<file path="config.mk">
export PLATFORM = sky130hd
export DESIGN_NAME = catmull_rom_path_interpolator_top
export DESIGN_NICKNAME = d
export VERILOG_FILES = /design/src/rtl/crpi_pkg.sv /design/src/rtl/catmull_rom_path_interpolator_top.sv /design/src/rtl/crpi_mac.sv
export SDC_FILE = /design/constraint.sdc
export NUM_CORES = 2
export LEC_CHECK = 0
export BUFFER_PORTS_ARGS = -buffer_cell sky130_fd_sc_hd__buf_4
export CAP_MARGIN = 25
export CORE_ASPECT_RATIO = 1.1
export CORE_MARGIN = 3
export CORE_UTILIZATION = 60
export DETAILED_ROUTE_END_ITERATION = 10
export GPL_TIMING_DRIVEN = 0
export PLACE_DENSITY = 0.81
export RECOVER_POWER = 100
export SETUP_SLACK_MARGIN = 0.05
export SLEW_MARGIN = 10
export SYNTH_ARGS = -nofsm -noshare
export SYNTH_HDL_FRONTEND = slang
export SYNTH_HIERARCHICAL = 1
export SYNTH_SLANG_ARGS = --single-unit
</file>
<file path="constraint.sdc">
create_clock -name clock -period 31.2 [get_ports clock]
set_input_delay 3.12 -clock clock [delete_from_list [all_inputs] [get_ports clock]]
set_output_delay 3.12 -clock clock [all_outputs]
set_load 0.05 [all_outputs]
</file>
<file path="src/rtl/crpi_pkg.sv">
// Shared widths, types, coefficient forms and saturation for the route interpolator.
`timescale 1ns / 1ps

package crpi_pkg;

   // Coordinate and t-grid widths
   localparam int COORD_WIDTH   = 24;
   localparam int T_FRAC_BITS   = 16;
   localparam int COEF_WIDTH    = COORD_WIDTH + 4;
   localparam int ACC_WIDTH     = COORD_WIDTH + 5;
   localparam int TQ_WIDTH      = T_FRAC_BITS + 1;
   localparam int F_WIDTH       = 5;
   localparam int REM_WIDTH     = F_WIDTH + 1;
   localparam int DIV_CNT_WIDTH = $clog2(TQ_WIDTH);

   // Samples per segment limits
   localparam logic [F_WIDTH-1:0] F_MIN   = F_WIDTH'(1);
   localparam logic [F_WIDTH-1:0] F_MAX   = F_WIDTH'(30);
   localparam logic [F_WIDTH-1:0] F_RESET = F_WIDTH'(16);

   // Segment form codes
   localparam int FORM_WIDTH = 2;
   localparam logic [FORM_WIDTH-1:0] FORM_START = 2'd0;
   localparam logic [FORM_WIDTH-1:0] FORM_CUBIC = 2'd1;
   localparam logic [FORM_WIDTH-1:0] FORM_END   = 2'd2;

   typedef logic signed [COORD_WIDTH-1:0] coord_type;
   typedef logic signed [COEF_WIDTH-1:0]  coef_type;
   typedef logic signed [ACC_WIDTH-1:0]   acc_type;
   typedef logic        [TQ_WIDTH-1:0]    tq_type;

   typedef struct packed {
      coef_type a;
      coef_type b;
      coef_type c;
      coef_type d;
   } poly_type;

   // Saturation bounds on the halved accumulator
   localparam logic signed [ACC_WIDTH:0] SAT_HI =
      (ACC_WIDTH+1)'((longint'(1) <<< (COORD_WIDTH-1)) - 1);
   localparam logic signed [ACC_WIDTH:0] SAT_LO =
      (ACC_WIDTH+1)'(-(longint'(1) <<< (COORD_WIDTH-1)));

   // Build doubled polynomial coefficients from the window and the new point
   function automatic poly_type form_poly(input logic [FORM_WIDTH-1:0] form,
                                          input coord_type w0, input coord_type w1,
                                          input coord_type w2, input coord_type pt);
      coef_type e0;
      coef_type e1;
      coef_type e2;
      coef_type e3;
      poly_type p;
      e0 = coef_type'(w0);
      e1 = coef_type'(w1);
      e2 = coef_type'(w2);
      e3 = coef_type'(pt);
      unique case (form)
         FORM_START: begin
            p.a = '0;
            p.b = e1 - (e2 <<< 1) + e3;
            p.c = (e2 <<< 2) - ((e1 <<< 1) + e1) - e3;
            p.d = e1 <<< 1;
         end
         FORM_CUBIC: begin
            p.a = ((e1 <<< 1) + e1) - ((e2 <<< 1) + e2) + e3 - e0;
            p.b = (e0 <<< 1) - ((e1 <<< 2) + e1) + (e2 <<< 2) - e3;
            p.c = e2 - e0;
            p.d = e1 <<< 1;
         end
         default: begin
            p.a = '0;
            p.b = e1 - (e2 <<< 1) + e3;
            p.c = e3 - e1;
            p.d = e2 <<< 1;
         end
      endcase
      return p;
   endfunction

   // Halve with rounding up and clip to the coordinate range
   function automatic coord_type sample_sat(input acc_type acc);
      logic signed [ACC_WIDTH:0] wide;
      wide = {acc[ACC_WIDTH-1], acc};
      wide = wide + (ACC_WIDTH+1)'(1);
      wide = wide >>> 1;
      if (wide > SAT_HI) begin
         return {1'b0, {(COORD_WIDTH-1){1'b1}}};
      end else if (wide < SAT_LO) begin
         return {1'b1, {(COORD_WIDTH-1){1'b0}}};
      end
      return wide[COORD_WIDTH-1:0];
   endfunction

endpackage

</file>
<file path="src/rtl/catmull_rom_path_interpolator_top.sv">
// Catmull-Rom route interpolator: waypoint window, t-step divider, Horner sequencer.
`timescale 1ns / 1ps

// Waypoints enter one per transaction and each one is worked on alone; req_stall stays high
// until its last result has gone out. The first two waypoints of a route are shifted into the
// window and give nothing. Later waypoints first run a shift-subtract divider for the t step,
// then a form state per segment and, per sample, three Horner steps for x and three for y on
// the single shared multiplier, then an output state that holds while rsp_stall is high.
// A route ending before its third waypoint gives one result with too_short set.
module catmull_rom_path_interpolator_top (
   input  logic                                  clock,
   input  logic                                  reset,
   input  logic                                  req_valid,
   output logic                                  req_stall,
   input  logic signed [crpi_pkg::COORD_WIDTH-1:0] req_way_x,
   input  logic signed [crpi_pkg::COORD_WIDTH-1:0] req_way_y,
   input  logic                                  req_route_end,
   output logic                                  rsp_valid,
   input  logic                                  rsp_stall,
   output logic signed [crpi_pkg::COORD_WIDTH-1:0] rsp_sample_x,
   output logic signed [crpi_pkg::COORD_WIDTH-1:0] rsp_sample_y,
   output logic                                  rsp_run_last,
   output logic                                  rsp_too_short,
   input  logic                                  csr_wr_en,
   input  logic [crpi_pkg::F_WIDTH-1:0]          csr_wr_data
);

   localparam logic [2:0] ST_IDLE = 3'd0;
   localparam logic [2:0] ST_DIV  = 3'd1;
   localparam logic [2:0] ST_FORM = 3'd2;
   localparam logic [2:0] ST_MAC  = 3'd3;
   localparam logic [2:0] ST_OUT  = 3'd4;

   localparam int FW = crpi_pkg::F_WIDTH;
   localparam int RW = crpi_pkg::REM_WIDTH;
   localparam int QW = crpi_pkg::TQ_WIDTH;
   localparam int CW = crpi_pkg::DIV_CNT_WIDTH;

   logic [2:0] state_ff, state_in;
   logic [FW-1:0] f_cfg_ff;
   crpi_pkg::coord_type win_x_ff [3];
   crpi_pkg::coord_type win_x_in [3];
   crpi_pkg::coord_type win_y_ff [3];
   crpi_pkg::coord_type win_y_in [3];
   logic [1:0] points_ff, points_in;
   crpi_pkg::coord_type pt_x_ff, pt_x_in, pt_y_ff, pt_y_in;
   logic end_ff, end_in;
   logic [1:0] seen_ff, seen_in;
   logic [FW-1:0] f_ff, f_in;
   logic [QW-1:0] k_ff, k_in, q_ff, q_in;
   logic [RW-1:0] m_ff, m_in, r_ff, r_in, div_rem_ff, div_rem_in;
   logic [CW-1:0] div_cnt_ff, div_cnt_in;
   logic run_ff, run_in;
   logic [crpi_pkg::FORM_WIDTH-1:0] form_ff, form_in;
   logic [FW-1:0] i_ff, i_in;
   crpi_pkg::poly_type poly_x_ff, poly_x_in, poly_y_ff, poly_y_in;
   crpi_pkg::acc_type acc_ff, acc_in, acc_next;
   logic [2:0] step_ff, step_in;
   crpi_pkg::coord_type sx_ff, sx_in;
   logic rsp_valid_ff, rsp_valid_in;
   crpi_pkg::coord_type rsp_x_ff, rsp_x_in, rsp_y_ff, rsp_y_in;
   logic rsp_last_ff, rsp_last_in, rsp_short_ff, rsp_short_in;

   crpi_pkg::coef_type addend;
   logic [FW-1:0] last_i;
   logic [FW-1:0] f_clamp;
   logic [RW-1:0] rem_shift;
   logic [RW-1:0] r_sum;
   logic req_accept;
   logic rsp_accept;

   // Shared Horner unit
   crpi_mac u_mac (
      .acc      (acc_ff),
      .tq       (q_ff),
      .addend   (addend),
      .acc_next (acc_next)
   );

   assign req_accept = req_valid && !req_stall;
   assign rsp_accept = rsp_valid_ff && !rsp_stall;
   assign last_i     = run_ff ? f_ff : f_ff - FW'(1);
   assign rem_shift  = {div_rem_ff[RW-2:0], (div_cnt_ff == '0)};
   assign r_sum      = r_ff + m_ff;

   // Clamp the programmed sample count
   always_comb begin
      if (f_cfg_ff < crpi_pkg::F_MIN) begin
         f_clamp = crpi_pkg::F_MIN;
      end else if (f_cfg_ff > crpi_pkg::F_MAX) begin
         f_clamp = crpi_pkg::F_MAX;
      end else begin
         f_clamp = f_cfg_ff;
      end
   end

   // Pick the coefficient for the current Horner step
   always_comb begin
      case (step_ff)
         3'd0:    addend = poly_x_ff.b;
         3'd1:    addend = poly_x_ff.c;
         3'd2:    addend = poly_x_ff.d;
         3'd3:    addend = poly_y_ff.b;
         3'd4:    addend = poly_y_ff.c;
         default: addend = poly_y_ff.d;
      endcase
   end

   // Sequencer
   always_comb begin
      state_in     = state_ff;
      win_x_in     = win_x_ff;
      win_y_in     = win_y_ff;
      points_in    = points_ff;
      pt_x_in      = pt_x_ff;
      pt_y_in      = pt_y_ff;
      end_in       = end_ff;
      seen_in      = seen_ff;
      f_in         = f_ff;
      k_in         = k_ff;
      m_in         = m_ff;
      q_in         = q_ff;
      r_in         = r_ff;
      div_rem_in   = div_rem_ff;
      div_cnt_in   = div_cnt_ff;
      run_in       = run_ff;
      form_in      = form_ff;
      i_in         = i_ff;
      poly_x_in    = poly_x_ff;
      poly_y_in    = poly_y_ff;
      acc_in       = acc_ff;
      step_in      = step_ff;
      sx_in        = sx_ff;
      rsp_valid_in = rsp_valid_ff;
      rsp_x_in     = rsp_x_ff;
      rsp_y_in     = rsp_y_ff;
      rsp_last_in  = rsp_last_ff;
      rsp_short_in = rsp_short_ff;

      unique case (state_ff)
         ST_IDLE: begin
            if (req_accept) begin
               pt_x_in    = req_way_x;
               pt_y_in    = req_way_y;
               end_in     = req_route_end;
               seen_in    = points_ff;
               f_in       = f_clamp;
               div_rem_in = '0;
               div_cnt_in = '0;
               k_in       = '0;
               if (points_ff < 2'd2) begin
                  if (req_route_end) begin
                     // Route too short: one error transaction, then clear the route
                     rsp_valid_in = 1'b1;
                     rsp_x_in     = '0;
                     rsp_y_in     = '0;
                     rsp_last_in  = 1'b1;
                     rsp_short_in = 1'b1;
                     state_in     = ST_OUT;
                  end else begin
                     // Early waypoint: shift it in, no result
                     win_x_in  = '{win_x_ff[1], win_x_ff[2], req_way_x};
                     win_y_in  = '{win_y_ff[1], win_y_ff[2], req_way_y};
                     points_in = points_ff + 2'd1;
                  end
               end else begin
                  state_in = ST_DIV;
               end
            end
         end

         ST_DIV: begin
            // One quotient bit of 2^T / F per cycle
            if (rem_shift >= RW'(f_ff)) begin
               div_rem_in = rem_shift - RW'(f_ff);
               k_in       = {k_ff[QW-2:0], 1'b1};
            end else begin
               div_rem_in = rem_shift;
               k_in       = {k_ff[QW-2:0], 1'b0};
            end
            div_cnt_in = div_cnt_ff + CW'(1);
            if (div_cnt_ff == CW'(QW - 1)) begin
               m_in     = div_rem_in;
               run_in   = 1'b0;
               form_in  = (seen_ff == 2'd2) ? crpi_pkg::FORM_START : crpi_pkg::FORM_CUBIC;
               i_in     = '0;
               q_in     = '0;
               r_in     = RW'(f_ff >> 1);
               state_in = ST_FORM;
            end
         end

         ST_FORM: begin
            poly_x_in = crpi_pkg::form_poly(form_ff, win_x_ff[0], win_x_ff[1], win_x_ff[2],
                                            pt_x_ff);
            poly_y_in = crpi_pkg::form_poly(form_ff, win_y_ff[0], win_y_ff[1], win_y_ff[2],
                                            pt_y_ff);
            acc_in    = crpi_pkg::acc_type'(poly_x_in.a);
            step_in   = '0;
            state_in  = ST_MAC;
         end

         ST_MAC: begin
            step_in = step_ff + 3'd1;
            if (step_ff == 3'd2) begin
               sx_in  = crpi_pkg::sample_sat(acc_next);
               acc_in = crpi_pkg::acc_type'(poly_y_ff.a);
            end else if (step_ff == 3'd5) begin
               rsp_valid_in = 1'b1;
               rsp_x_in     = sx_ff;
               rsp_y_in     = crpi_pkg::sample_sat(acc_next);
               rsp_last_in  = (i_ff == last_i) && (run_ff || !end_ff);
               rsp_short_in = 1'b0;
               state_in     = ST_OUT;
            end else begin
               acc_in = acc_next;
            end
         end

         ST_OUT: begin
            if (rsp_accept) begin
               rsp_valid_in = 1'b0;
               if (rsp_last_ff) begin
                  // Item done: retire the waypoint or close the route
                  if (end_ff) begin
                     win_x_in  = '{'0, '0, '0};
                     win_y_in  = '{'0, '0, '0};
                     points_in = 2'd0;
                  end else begin
                     win_x_in  = '{win_x_ff[1], win_x_ff[2], pt_x_ff};
                     win_y_in  = '{win_y_ff[1], win_y_ff[2], pt_y_ff};
                     points_in = (points_ff == 2'd3) ? 2'd3 : points_ff + 2'd1;
                  end
                  state_in = ST_IDLE;
               end else if (i_ff == last_i) begin
                  // Move on to the end segment
                  run_in   = 1'b1;
                  form_in  = crpi_pkg::FORM_END;
                  i_in     = '0;
                  q_in     = '0;
                  r_in     = RW'(f_ff >> 1);
                  state_in = ST_FORM;
               end else begin
                  // Advance t by F-th steps, carrying the remainder
                  i_in = i_ff + FW'(1);
                  if (r_sum >= RW'(f_ff)) begin
                     r_in = r_sum - RW'(f_ff);
                     q_in = q_ff + k_ff + QW'(1);
                  end else begin
                     r_in = r_sum;
                     q_in = q_ff + k_ff;
                  end
                  acc_in   = crpi_pkg::acc_type'(poly_x_ff.a);
                  step_in  = '0;
                  state_in = ST_MAC;
               end
            end
         end

         default: begin
            state_in = ST_IDLE;
         end
      endcase
   end

   // Control registers
   always_ff @(posedge clock) begin
      if (reset) begin
         state_ff     <= ST_IDLE;
         f_cfg_ff     <= crpi_pkg::F_RESET;
         win_x_ff     <= '{'0, '0, '0};
         win_y_ff     <= '{'0, '0, '0};
         points_ff    <= 2'd0;
         rsp_valid_ff <= 1'b0;
      end else begin
         state_ff     <= state_in;
         win_x_ff     <= win_x_in;
         win_y_ff     <= win_y_in;
         points_ff    <= points_in;
         rsp_valid_ff <= rsp_valid_in;
         if (csr_wr_en) begin
            f_cfg_ff <= csr_wr_data;
         end
      end
   end

   // Datapath registers
   always_ff @(posedge clock) begin
      pt_x_ff      <= pt_x_in;
      pt_y_ff      <= pt_y_in;
      end_ff       <= end_in;
      seen_ff      <= seen_in;
      f_ff         <= f_in;
      k_ff         <= k_in;
      m_ff         <= m_in;
      q_ff         <= q_in;
      r_ff         <= r_in;
      div_rem_ff   <= div_rem_in;
      div_cnt_ff   <= div_cnt_in;
      run_ff       <= run_in;
      form_ff      <= form_in;
      i_ff         <= i_in;
      poly_x_ff    <= poly_x_in;
      poly_y_ff    <= poly_y_in;
      acc_ff       <= acc_in;
      step_ff      <= step_in;
      sx_ff        <= sx_in;
      rsp_x_ff     <= rsp_x_in;
      rsp_y_ff     <= rsp_y_in;
      rsp_last_ff  <= rsp_last_in;
      rsp_short_ff <= rsp_short_in;
   end

   assign req_stall     = (state_ff != ST_IDLE);
   assign rsp_valid     = rsp_valid_ff;
   assign rsp_sample_x  = rsp_x_ff;
   assign rsp_sample_y  = rsp_y_ff;
   assign rsp_run_last  = rsp_last_ff;
   assign rsp_too_short = rsp_short_ff;

`ifndef SYNTHESIS
   // A pending result keeps the input side closed
   a_busy_while_rsp: assert property (@(posedge clock) disable iff (reset)
      rsp_valid |-> req_stall)
      else $error("input open while a result is pending");

   // Error transaction is final and carries zero samples
   a_short_form: assert property (@(posedge clock) disable iff (reset)
      (rsp_valid && rsp_too_short) |->
         (rsp_run_last && rsp_sample_x == '0 && rsp_sample_y == '0))
      else $error("malformed too_short result");

   // Last result of an item reopens the input next cycle
   a_reopen: assert property (@(posedge clock) disable iff (reset)
      (rsp_valid && !rsp_stall && rsp_run_last) |=> !req_stall)
      else $error("input not reopened after last result");
`endif

endmodule

</file>
<file path="src/rtl/crpi_mac.sv">
// Shared Horner step: rounded multiply of the accumulator by t, plus a coefficient.
`timescale 1ns / 1ps

module crpi_mac (
   input  crpi_pkg::acc_type  acc,
   input  crpi_pkg::tq_type   tq,
   input  crpi_pkg::coef_type addend,
   output crpi_pkg::acc_type  acc_next
);

   localparam int PROD_WIDTH = crpi_pkg::ACC_WIDTH + crpi_pkg::TQ_WIDTH + 1;
   localparam logic signed [PROD_WIDTH-1:0] ROUND =
      PROD_WIDTH'(longint'(1) <<< (crpi_pkg::T_FRAC_BITS - 1));

   logic signed [PROD_WIDTH-1:0] prod;
   logic signed [PROD_WIDTH-1:0] shifted;

   // Multiply, round to nearest on the t grid, add the next coefficient
   always_comb begin
      prod     = PROD_WIDTH'(acc) * PROD_WIDTH'($signed({1'b0, tq}));
      shifted  = (prod + ROUND) >>> crpi_pkg::T_FRAC_BITS;
      acc_next = crpi_pkg::acc_type'(shifted[crpi_pkg::ACC_WIDTH-1:0])
               + crpi_pkg::acc_type'(addend);
   end

endmodule
</file>
## After elaboration in Yosys (flattened, before gate mapping)

Index checks and enable logic that the tools add are counted.

| operators by class | value |
|---|---|
| $add $sub $neg | 43 |
| eq/ne operators | 28 |
| $mul | 1 |
| reduce and logical (&&, ||, !) cells | 30 |
| muxes and demuxes | 116 |
| magnitude comparators | 7 |

Operators with widths:

| operator | number |
|---|---|
| 72-bit 2-to-1 mux | 12 |
| 112-bit case mux with 2 select lines | 2 |
| 72-bit case mux with 2 select lines | 2 |
| 24-bit 2-to-1 mux | 11 |
| 29-bit 2-to-1 mux | 5 |
| 28-bit case mux with 5 select lines | 1 |
| 28-bit by 24-bit subtractor with 28-bit output | 4 |
| 26-bit by 24-bit adder with 27-bit output | 4 |
| 26-bit by 26-bit subtractor with 27-bit output | 4 |
| 25-bit by 24-bit adder with 26-bit output | 4 |
| 17-bit 2-to-1 mux | 6 |
| 24-bit by 24-bit subtractor with 25-bit output | 4 |
| 24-bit case mux with 2 select lines | 2 |
| 29-bit case mux with 3 select lines | 1 |
| 17-bit case mux with 2 select lines | 2 |
| 27-bit by 24-bit adder with 28-bit output | 2 |
| 28-bit by 26-bit adder with 28-bit output | 2 |
| 25-bit by 27-bit subtractor with 28-bit output | 2 |
| 27-bit by 24-bit subtractor with 28-bit output | 2 |
| 24-bit by 25-bit subtractor with 26-bit output | 2 |
| 45-bit by 17-bit adder with 45-bit output, second input constant | 1 |
| 29-bit by 18-bit multiplier with 45-bit output | 1 |
| 5-bit 2-to-1 mux | 8 |
| 6-bit 2-to-1 mux | 6 |
| other kinds (48) | 135 |

| storage, ports and cells | value |
|---|---|
| output and inout port bits | 52 |
| bits in registers | 605 |
| bits of input ports | 59 |

## Longest topological paths before layout

| logic depth | value |
|---|---|
| depth after elaboration | 14 |
| mapped depth | 45 |
| gate-level depth less buffers | 42 |

## By module

The synthesis kept the hierarchy.

By module, submodules not included:

| module | cells an instance | times used | area each (sq um) |
|---|---|---|---|
| catmull_rom_path_interpolator_top | 5384 | 1 | 51967.3 |
| crpi_mac | 2014 | 1 | 18260.0 |

## Worst setup path after synthesis

No wires, ideal clock.

| timing path | value |
|---|---|
| path type | flip-flop to flip-flop |
| from | register state_ff[0] |
| to | register poly_x_ff[100] (netlist bit), enable pin |
| period minus slack after synthesis | 16.222 ns |
| data arrival time | 15.163 ns |
| path slack | 14.978 ns |
| setup time | 1.059 ns |
| required time | 30.141 ns |
| path buffers | 2 |
| stages on the path, launching flop included | 4 |
| cell sequence | dfxtp_1 clkbuf_1 clkbuf_1 nor3_1 |

| between the ends | value |
|---|---|
| longest elaborated chain between the ends | 1 |

Ends and longest elaborated chain:

| item | line | text |
|---|---|---|
| start, declared | catmull_rom_path_interpolator_top.sv:39 | `logic [2:0] state_ff, state_in;` |
| start signal, assigned | catmull_rom_path_interpolator_top.sv:276 | `state_ff <= state_in;` |
| 3-bit by 2-bit == test with 1-bit output | catmull_rom_path_interpolator_top.sv:140 | `unique case (state_ff)` |
| end signal, assigned | catmull_rom_path_interpolator_top.sv:303 | `poly_x_ff <= poly_x_in;` |
| end, declared | catmull_rom_path_interpolator_top.sv:56 | `crpi_pkg::poly_type poly_x_ff, poly_x_in, poly_y_ff, poly_y_in;` |

Every way passes these cells.
A chain may end at the register's enable or synchronous reset.

## Worst setup path after layout

| timing path | value |
|---|---|
| from | register q_ff[10] |
| to | register rsp_y_ff[2] (netlist: rsp_sample_y[2]), data pin |

| between the ends | value |
|---|---|
| longest elaborated chain between the ends | 14 |

Ends and longest elaborated chain:

| item | line | text |
|---|---|---|
| start, declared | catmull_rom_path_interpolator_top.sv:50 | `logic [QW-1:0] k_ff, k_in, q_ff, q_in;` |
| start signal, assigned | catmull_rom_path_interpolator_top.sv:296 | `q_ff <= q_in;` |
| 29-bit by 18-bit multiplier with 45-bit output (*) | crpi_mac.sv:20 | `prod = PROD_WIDTH'(acc) * PROD_WIDTH'($signed({1'b0, tq}));` |
| 45-bit by 17-bit adder with 45-bit output (*) | crpi_mac.sv:21 | `shifted = (prod + ROUND) >>> crpi_pkg::T_FRAC_BITS;` |
| 29-bit by 28-bit adder with 29-bit output (*) | crpi_mac.sv:23 | `+ crpi_pkg::acc_type'(addend);` |
| named net acc_next[21] | catmull_rom_path_interpolator_top.sv:57 | `crpi_pkg::acc_type acc_ff, acc_in, acc_next;` |
| 29-bit by 2-bit adder with 30-bit output (*) | crpi_pkg.sv:85 | `wide = wide + (ACC_WIDTH+1)'(1);` |
| 29-bit by 24-bit < comparator with 1-bit output | crpi_pkg.sv:89 | `end else if (wide < SAT_LO) begin` |
| 1-bit 2-to-1 mux | crpi_pkg.sv:89 |  |
| 1-bit 2-to-1 mux | crpi_pkg.sv:87 | `if (wide > SAT_HI) begin` |
| 1-bit 2-to-1 mux | catmull_rom_path_interpolator_top.sv:208 | `end else if (step_ff == 3'd5) begin` |
| 1-bit 2-to-1 mux | catmull_rom_path_interpolator_top.sv:205 | `if (step_ff == 3'd2) begin` |
| 1-bit 2-to-1 mux | catmull_rom_path_interpolator_top.sv:140 |  |
| 24-bit 2-to-1 mux (*) | crpi_pkg.sv:92 | `return wide[COORD_WIDTH-1:0];` |
| 24-bit 2-to-1 mux (*) | catmull_rom_path_interpolator_top.sv:208 |  |
| 24-bit 2-to-1 mux (*) | catmull_rom_path_interpolator_top.sv:205 |  |
| 24-bit case mux with 2 select lines (*) | catmull_rom_path_interpolator_top.sv:140 |  |
| end signal, assigned | catmull_rom_path_interpolator_top.sv:309 | `rsp_y_ff <= rsp_y_in;` |
| end, declared | catmull_rom_path_interpolator_top.sv:61 | `crpi_pkg::coord_type rsp_x_ff, rsp_x_in, rsp_y_ff, rsp_y_in;` |

Mark *: on every way through the listed nets, which the timed path passes. The rest lies on a longest branch. The select of a mux whose other input is x is not followed.

==> results_tabular.tex <==
\begin{tabular}{lr}
\hline
Metric & Value \\
\hline
\multicolumn{2}{l}{\textbf{Outcome}} \\
Outcome & complete, but fails checks \\
Violations in the final reports & DRC, capacitance limit, slew limit \\
\multicolumn{2}{l}{\textbf{Timing}} \\
Unrepaired setup endpoints after global routing & no \\
Transition at the pin with the smallest max-transition slack & around 2.7 ns \\
Maximum operating frequency & roughly 74 MHz \\
Post-route clock period utilization & 43.5\% \\
Final Max Slew Viols & about 150 \\
Hold WS & roughly 0.49 ns \\
Final hold vios & 0 \\
Final setup TNS & 0 ns \\
Setup violators final & 0 \\
Largest clock skew in the final design & 0.0467 ns \\
Max-slew headroom at the worst pin & -77.7\% \\
Min cycle time layout & approximately 14 ns \\
Smallest setup slack after layout & roughly 18 ns \\
\multicolumn{2}{l}{\textbf{Finish}} \\
Finished Cell Area & roughly 75000 sq um \\
Final layout net count & slightly above 9000 \\
Area delta synth->final & 7.10\% \\
Share of layout cells above drive strength 1 & under 10\% \\
\multicolumn{2}{l}{\textbf{Clock tree}} \\
Clk\_lat worst skew & 0.71 ns \\
Total CTS buffers & 70 \\
TritonCTS sink count & 597 \\
Number of buffers on the longest clock path & 3 \\
Cell at the root of the clock tree & clkbuf\_16 \\
H-tree lvl count & 3 \\
Total setup buffers inserted after CTS & 0 \\
Post-cts repair resize count & 0 \\
Reg clk slew, reported paths & 0.06 ns \\
Hold\_buf cts & 0 \\
TritonCTS clock tree & yes \\
\multicolumn{2}{l}{\textbf{Global routing}} \\
Antenna violations before repair & 7 \\
Total global routing track utilization & $\sim$40\% \\
Vias in the first global route & 58504 \\
Wire length of the first global-routing pass & $\sim$360 mm \\
Pin count of the biggest net entering global routing & 39 \\
Overflow left after global routing & 0 \\
\multicolumn{2}{l}{\textbf{Floorplanning}} \\
Number of placed I/O pins & 111 \\
Die Footprint & 121000 sq um \\
Width of the die & around 330 um \\
Height of the die & $\sim$360 um \\
Rows & approximately 130 \\
Initial standard-cell utilization of the core & 60.5\% \\
Placeable core area & approximately 120000 sq um \\
\multicolumn{2}{l}{\textbf{Synth}} \\
Largest area contributor in the synthesized netlist & fa\_1 \\
Warnings, synthesis & 6 \\
Most used flip-flop cell after synthesis & edfxtp\_1 \\
Number of enable-type register cells in the synthesized netlist & between 400 and 500 \\
Dominant cells by area after synthesis & fa\_1 25\%, edfxtp\_1 19\%, ha\_1 10\% \\
Post-synth top area share & approximately 25\% \\
Count of unique library cells instantiated by Yosys & 112 \\
Synth async-reset ratio & 0\% \\
Xor-xnor portion of the synthesized cell area & 5.52\% \\
Count leader, synth & inv\_1 \\
Share of the synthesized area in compound gates (AO/OA/AOI/OAI) & between 15 and 20\% \\
Gate count after technology mapping & around 7400 \\
Post-synth design cell area & between 70000 and 80000 sq um \\
Flops \& latches, synth & between 500 and 600 \\
Share of synthesized area spent on multiplexers & 0.367\% \\
Combinational family with the most area after synthesis & adder cells \\
Synthesized-area fraction occupied by adder cells & 35.0\% \\
Top cells by count, synth & 1061 x inv\_1, 864 x fa\_1, 620 x nand2\_1 \\
Mean Syn Cell Area & roughly 9.5 sq um \\
Number of nets in the synthesized netlist & 8902 \\
Area fraction in and, or, nand and nor cells after synthesis & about an eighth \\
Share of the yosys chip area belonging to registers & 23.3\% \\
\multicolumn{2}{l}{\textbf{Hold path}} \\
Path category of the worst min-delay check & flop to flop \\
\multicolumn{2}{l}{\textbf{Setup path}} \\
Register-to-Register Setup Slack & 17.62 ns \\
Critical path data required time & 31.62 ns \\
Data arrival time of the worst path & about 14 ns \\
Type of element capturing the critical path & flop \\
Crit path launch type & flop \\
Cell with the largest stage delay on the worst path & a21boi\_0 \\
Worst-path fanout max & 10 \\
Slowest Stage Delay on Critical Path & $\sim$1.2 ns \\
Crit-path most repeated cell & fa\_1 \\
WS Path Type & flop to flop \\
\multicolumn{2}{l}{\textbf{Placement}} \\
HPWL reported at the end of detailed placement & 194 mm \\
Total cell area at the placement stage & between 70000 and 80000 sq um \\
Count of port buffers added during placement & 108 \\
Worst setup slack after placement & approximately 19 ns \\
Gpl congestion & approximately 1.1 \\
\multicolumn{2}{l}{\textbf{Route}} \\
Detailed-route wire length per cell & between 20 and 30 um \\
Post-DR vias/cell & 6.31 \\
DR iter-0 viols & approximately 6600 \\
Count of TritonRoute iterations in the first routing pass & 11 \\
DRC violation count after routing & 3 \\
Antenna Violating Nets Remaining & 0 \\
Number of vias in the routed layout & between 50000 and 60000 \\
Wire length after detailed routing & between 200 and 250 mm \\
\multicolumn{2}{l}{\textbf{Flow run}} \\
Max Cap Violations & 8 \\
\hline
\end{tabular}
## critical path, delay by kind of cell (launching register included)
family,cells,cell delay [ns]
flops,1,0.52
compound gates,19,5.40
simple gates,6,1.39
xor+xnor,2,0.66
fa+ha+maj,8,3.67
buf+inv,4,1.62
## registers in the layout, summed over array words and instances, names as in the netlist, 3 cells and up
name and cells:
poly_x_ff 108, poly_y_ff 108, win_x_ff 72, win_y_ff 72, acc_ff 29, pt_x_ff 24, pt_y_ff 24, rsp_sample_x 24
rsp_sample_y 24, sx_ff 24, k_ff 17, q_ff 17, m_ff 6, r_ff 6, div_cnt_ff 5, div_rem_ff 5
f_cfg_ff 5, f_ff 5, i_ff 5, state_ff 3, step_ff 3
## worst paths after layout
kind / start / end / cells after the start
max: q_ff[10] / rsp_sample_y[2] / 39
min: points_ff[1] / seen_ff[1] / 0
max reg2reg: q_ff[10] / rsp_sample_y[2] / 39
min reg2reg: points_ff[1] / seen_ff[1] / 0
## cells by family after synthesis
family | Yosys count
muxes | 25
AOI/OAI and AO/OA | 1629
buffers and inverters | 1352
adders and majority gates | 1445
and+or+nand+nor | 1907
xor gates and xnor gates | 443
DFF | 597
## per-stage QoR
| step | cells | util, % |
|---|---|---|
| floorplan | 7398 | - |
| CTS | 9200 | 65.5 |
| finish | 9211 | 64.8 |
| global route | 9204 | 64.8 |
| detailed placement | 9072 | 63.3 |
| global placement | 9035 | 62.9 |
## routing by layer
metal / wire length, um / vias to the layer above / track usage [%]
met1: 86300 / 28367 / 48.2
met3: 23600 / 906 / 7.85
met4: 21600 / 4 / 30.0
li1: - / 25375 / -
met5: 28 / - / 0
met2: 108000 / 3500 / 62.4
## final cells by class
type                    instances  area, sq um
plain buffers                 289         1110
well taps                    1529         1910
clock inverters                41          664
inverters                    1063         3990
fillers                      9574        40800
repair buffers                148          754
diodes                          8         20.0
multi-input cells            5449        48500
flip-flops and latches        597        16400
clock buffers                  87         1860
## layout by cell type, fill, tap and decap left out, types with 23 or more instances in the layout
cell	count
nand2_1	620
a211oi_1	143
and3_1	77
o21bai_1	51
a222oi_1	26
nand2b_1	56
clkbuf_16	71
dfxtp_1	155
xor2_1	193
inv_1	1061
xnor2_1	250
o21a_1	74
and2_1	322
edfxtp_1	442
nor2_1	347
a21o_1	184
ha_1	581
nand3_1	183
nand4_1	23
a21oi_1	499
o21ai_0	315
clkbuf_1	398
a31oi_1	32
nor2b_1	47
o211ai_1	37
a22oi_1	35
nor3_1	126
fa_1	864
Power is not shown: default switching activity piles up to over one toggle a cycle in this logic, so the estimate is an artifact.
